## src/hdl/assert_macros.svh

```systemverilog
// Assertion macros shared by the frame buffer RTL.
// Every macro expects clk_i and rst_ni in the scope where it is used.
`ifndef ASSERT_MACROS_SVH
`define ASSERT_MACROS_SVH

// Property checked at every rising edge outside reset.
`define ASSERT_CLK(lbl, prop, msg) \
  lbl: assert property (@(posedge clk_i) disable iff (!rst_ni) (prop)) else $error(msg);

// Condition that must never be seen outside reset.
`define ASSERT_NEVER(lbl, cond, msg) \
  lbl: assert property (@(posedge clk_i) disable iff (!rst_ni) !(cond)) else $error(msg);

`endif

```

## src/hdl/mpfb_pkg.sv

```systemverilog
// Shared types and constants of the page-mode monochrome frame buffer.
// No dependencies; used by the controller, the datapath and the top level.
package mpfb_pkg;

  localparam int MAX_WIDTH_DEF  = 128;
  localparam int MAX_HEIGHT_DEF = 64;
  localparam int MAX_LAYERS_DEF = 256;

  localparam logic [7:0] FRAME_WIDTH_RST  = 8'd128;
  localparam logic [6:0] FRAME_HEIGHT_RST = 7'd64;

  // Register index as decoded from paddr bit 2.
  localparam logic REG_FRAME_WIDTH  = 1'b0;
  localparam logic REG_FRAME_HEIGHT = 1'b1;

  typedef enum logic [1:0] {
    OP_CLEAR   = 2'd0,
    OP_DECLARE = 2'd1,
    OP_DRAW    = 2'd2,
    OP_READ    = 2'd3
  } op_e;

  typedef enum logic [1:0] {
    STS_OK        = 2'd0,
    STS_OUTSIDE   = 2'd1,
    STS_INVISIBLE = 2'd2,
    STS_FULL      = 2'd3
  } status_e;

  typedef enum logic [1:0] {
    S_SWEEP,
    S_IDLE,
    S_EXEC
  } ctrl_state_e;

  typedef struct packed {
    logic capture;  // register the item and issue the memory reads
    logic finish;   // write back and load the result register
    logic sweep;    // write zero at the sweep address
  } dp_cmd_t;

  typedef struct packed {
    logic out_free;
    logic op_clear;
    logic sweep_last;
  } dp_status_t;

endpackage

```

## src/hdl/mpfb_ctrl.sv

```systemverilog
// Controller state machine of the frame buffer: sweep, idle, execute.
// Depends on mpfb_pkg and assert_macros.svh.
`include "assert_macros.svh"
module mpfb_ctrl (
  input  logic                 clk_i,
  input  logic                 rst_ni,
  input  logic                 in_valid_i,
  output logic                 in_ready_o,
  input  mpfb_pkg::dp_status_t sts_i,
  output mpfb_pkg::dp_cmd_t    cmd_o
);
  import mpfb_pkg::*;

  ctrl_state_e state_q, state_d;

  always_ff @(posedge clk_i or negedge rst_ni) begin
    if (!rst_ni) begin
      state_q <= S_SWEEP;
    end else begin
      state_q <= state_d;
    end
  end

  always_comb begin
    state_d = state_q;
    unique case (state_q)
      S_SWEEP: begin
        if (sts_i.sweep_last) state_d = S_IDLE;
      end
      S_IDLE: begin
        if (in_valid_i) state_d = S_EXEC;
      end
      S_EXEC: begin
        if (sts_i.out_free) state_d = sts_i.op_clear ? S_SWEEP : S_IDLE;
      end
      default: state_d = S_SWEEP;
    endcase
  end

  always_comb begin
    in_ready_o    = 1'b0;
    cmd_o.capture = 1'b0;
    cmd_o.finish  = 1'b0;
    cmd_o.sweep   = 1'b0;
    unique case (state_q)
      S_SWEEP: cmd_o.sweep = 1'b1;
      S_IDLE: begin
        in_ready_o    = 1'b1;
        cmd_o.capture = in_valid_i;
      end
      S_EXEC: cmd_o.finish = sts_i.out_free;
      default: ;
    endcase
  end

  `ASSERT_CLK(a_capture_to_exec, cmd_o.capture |=> state_q == S_EXEC, "capture not followed by execute")
  `ASSERT_CLK(a_clear_sweeps, (cmd_o.finish && sts_i.op_clear) |=> state_q == S_SWEEP, "clear did not start a sweep")
  `ASSERT_CLK(a_sweep_ends, (state_q == S_SWEEP && sts_i.sweep_last) |=> state_q == S_IDLE, "sweep did not end at last address")

endmodule

```

## config.mk

```make
export PLATFORM = sky130hd
export DESIGN_NAME = mpfb_ctrl
export DESIGN_NICKNAME = d
export VERILOG_FILES = /design/src/hdl/mpfb_pkg.sv /design/src/hdl/mpfb_ctrl.sv
export VERILOG_INCLUDE_DIRS = /design/src /design/src/hdl
export SDC_FILE = /design/constraint.sdc
export NUM_CORES = 1
export LEC_CHECK = 0
export BUFFER_PORTS_ARGS = -buffer_cell sky130_fd_sc_hd__buf_4
export CAP_MARGIN = 5
export CORE_AREA = 3 3 40 42
export DETAILED_ROUTE_END_ITERATION = 8
export DIE_AREA = 0 0 43 45
export GPL_TIMING_DRIVEN = 0
export MAX_ROUTING_LAYER = met4
export PLACE_DENSITY = 0.3
export SLEW_MARGIN = 20
export SYNTH_ARGS = -nofsm -noshare
export SYNTH_HDL_FRONTEND = slang
export SYNTH_SLANG_ARGS = --single-unit
```

## constraint.sdc

```tcl
create_clock -name clk_i -period 1.02 [get_ports clk_i]
set_input_delay 0.204 -clock clk_i [delete_from_list [all_inputs] [get_ports clk_i]]
set_output_delay 0.204 -clock clk_i [all_outputs]
set_load 0.02 [all_outputs]
```

==> metrics.md <==
| Metric | Value |
|---|---|
| Number of nets with antenna violations after routing | `0` |
| Outcome | `finished with violations` |
| Die Height | `45 um` |
| Register area | `51.3 um^2` |
| Mean Syn Cell Area | `9.43 um^2` |
| WL per Instance | `8.19 um` |
| Mapped cell area | `123 um^2` |
| Synth area leaders | `dfrtp_1 41%, and3b_2 8.2%, and2b_2 7.1%, and3b_1 7.1%, o31a_1 7.1%` |
| Critical Path Slowest Stage Cell | `dfrtp_2` |
| Root Buffer | `clkbuf_4` |
| Worst Min Path Start | `in_valid_i` |
| Yosys top cell area share | `40.8%` |
| Starting density of the core | `9.54%` |
| Vias/cell | `3.35` |
| CP max stage delay | `0.42 ns` |
| Vias in the first global route | `149` |
| Synthesis warning total | `0` |
| Htree depth | `1` |
| # diodes | `0` |
| Synth-to-Final Area Change | `117%` |
| Slew Viols, Final | `0` |
| Sequential share of the synthesized area | `40.8%` |
| Max FFs per register | `2` |
| Total GRT Usage | `4.28%` |
| Cell type with the largest total area after synthesis | `dfrtp_1` |
| Critical path class | `reg -> out` |
| Power Density | `2910 mW/mm^2` |
| Footprint of the multi-input gates | `73.8 um^2` |
| Worst VDD drop | `525 uV` |
| Max Freq | `824 MHz` |
| Routed wire length | `352 um` |
| CTS sink count | `2` |
| Number of stages on the worst setup path | `2` |
| CTS clk-pin slew, worst paths | `0.03 ns` |
| Number of synthesized register bits | `2` |
| Post-Route Utilization | `20.7%` |
| # nets final | `36` |
| Placement Rows | `13` |
| Drt first pass iters | `1` |
| Pin count of the biggest net entering global routing | `8` |
| Fin Clk Skew | `0.000497 ns` |
| CP endpoint kind | `output port` |
| DRC viols | `0` |
| Starting DRT DRC Count | `0` |
| Min Tclk post-route | `1.21 ns` |
| Post-synthesis cell type count | `11` |
| Most flops, register | `state_q` |
| Startpoint Class | `register` |
| Filler cell count | `144` |
| Worst skew pair latency | `0.22 ns` |
| End of the worst register-to-register path | `state_q[0]` |
| Cell total after placement | `37` |
| Critical R2R Launch | `state_q[1]` |
| Via count | `144` |
| Share of layout cells above drive strength 1 | `64.3%` |
| Fin worst setup slack | `-0.194 ns` |
| Die width | `43 um` |
| Slew HR | `91.1%` |
| Worst r2r path cells | `3` |
| Critical Path AT | `1.01 ns` |
| Final std cells w/o fill | `43` |
| Hold violation total from the final report | `0` |
| Final Setup Violations | `5` |
| Maximum net fanout on the critical path | `7` |
| Cell Chain, Critical Path | `and3b_2 > buf_6` |
| Antenna violations before repair | `0` |
| Leak | `0.000130 uW` |
| Cell count after synthesis | `13` |
| Commonest non-fill, non-tap cell in the layout | `buf_4` |
| Largest regs | `state_q: 2 flops` |
| IO Pins | `10` |
| Top Family by Delay on Critical Path | `flip-flops` |
| Die area | `0.00194 mm^2` |
| CTS tree | `yes` |
| Port Buf Inserts | `9` |
| Core box area | `0.00128 mm^2` |
| Reg-to-reg slack, setup | `-0.10 ns` |
| Critical Path RT | `0.82 ns` |
| GR Overflow Total | `0` |
| Hold EP | `state_q[0]` |
| Max Buffers Root-to-Sink | `2` |
| Part of the cycle the worst path needs | `119%` |
| Failing checks | `negative setup slack` |
| Most frequent cells in the layout | `9 x buf_4, 3 x clkbuf_4, 2 x nor2_1, 2 x and3b_2, 2 x buf_6` |
| Post-Syn Nets | `19` |
| RSZ-0062 raised after global routing | `yes` |
| Cts bufs inserted | `3` |
| WP buf/inv | `1` |
| Worst min-delay path class | `in -> reg` |
| Hold Crit Depth | `3` |
| Max-cap viol count | `0` |
| First-pass GRT wire length | `496 um` |
| RD Place Congestion | `0.521` |
| Worst-Margin Slew | `0.132 ns` |
-- cell usage after synthesis, drive strengths merged --
| library cell | number |
|---|---|
| or2 | 1 |
| nor3b | 1 |
| nor2b | 1 |
| and3b | 2 |
| nor2 | 2 |
| dfrtp | 2 |
| o21ai | 1 |
| nand2 | 1 |
| o31a | 1 |
| and2b | 1 |
-- worst reg2reg max path, cell delays in order (launching register included) --
cell and delay [ns]:
dfrtp_2 0.42, buf_4 0.14, and3b_2 0.20, o31a_1 0.24
-- per-stage QoR --
| stage | cell area, um^2 | worst slack, ns | power (uW) | hold WS (ns) | setup TNS, ns |
|---|---|---|---|---|---|
| after global placement | 210 | -0.00834 | 533 | -0.0138 | -0.00988 |
| final | 267 | -0.194 | 777 | 0.279 | -0.617 |
| after detailed placement | 210 | -0.00640 | 530 | -0.0129 | -0.0109 |
| after global routing | 267 | -0.229 | 829 | 0.285 | -0.787 |
| after CTS | 265 | -0.209 | 788 | 0.280 | -0.693 |
| after floorplan | 124 | 0.00237 | 375 | -0.0916 | 0 |
-- timing repair --
| action | CTS | global route |
|---|---|---|
| resized for setup | 2 | 1 |
| endpoints found under the hold margin | 2 | 0 |
| hold buffers | 1 | 0 |
| setup endpoints to repair | 5 | 6 |
| pin swaps | 0 | 2 |
| buffers inserted | 2 | 0 |
-- per-layer routing --
layer / routed length [um] / vias to the layer above / track usage, % / part of all wire, %
li1: - / 75 / - / -
met1: 101 / 68 / 1.92 / 29
met2: 244 / 1 / 7.19 / 69
met3: 7 / 0 / 2.39 / 2.0
met4: 0 / 0 / 7.23 / 0
met5: 0 / - / - / 0
-- cells by family (layout without fill, tap and decap cells) --
family / after synthesis / in the layout / synth area share, %
buffers and inverters: 0 / 15 / 0
AND/OR/NAND/NOR: 9 / 9 / 48.0
AO/OA/AOI/OAI: 2 / 2 / 11.2
flip-flops: 2 / 2 / 40.8
-- area by class of cell --
cell class,count,area share (%)
clock buffers,3,8.45
multi-input cells,11,27.7
flip-flops and latches,2,19.2
well taps,15,7.04
repair buffers,12,37.6
-- power breakdown --
part / leakage (uW) / internal [uW] / switching [uW]
Sequential: 0.0000233 / 122 / 49.8
Combinational: 0.0000931 / 251 / 189
Clock: 0.0000138 / 129 / 35.6
Total: 0.000130 / 502 / 275
-- worst max-delay path by stage --
stage | from | endpoint | slack (ns)
after CTS | state_q[1] | cmd_o[2] | -0.21
after detailed placement | state_q[1] | state_q[0] | -0.006
after global routing | state_q[1] | cmd_o[2] | -0.23
after global placement | state_q[0] | cmd_o[2] | -0.008
after floorplan | state_q[0] | state_q[1] | 0.002
final | state_q[1] | cmd_o[2] | -0.19
Note: power is estimated with default switching activity, not from simulation.
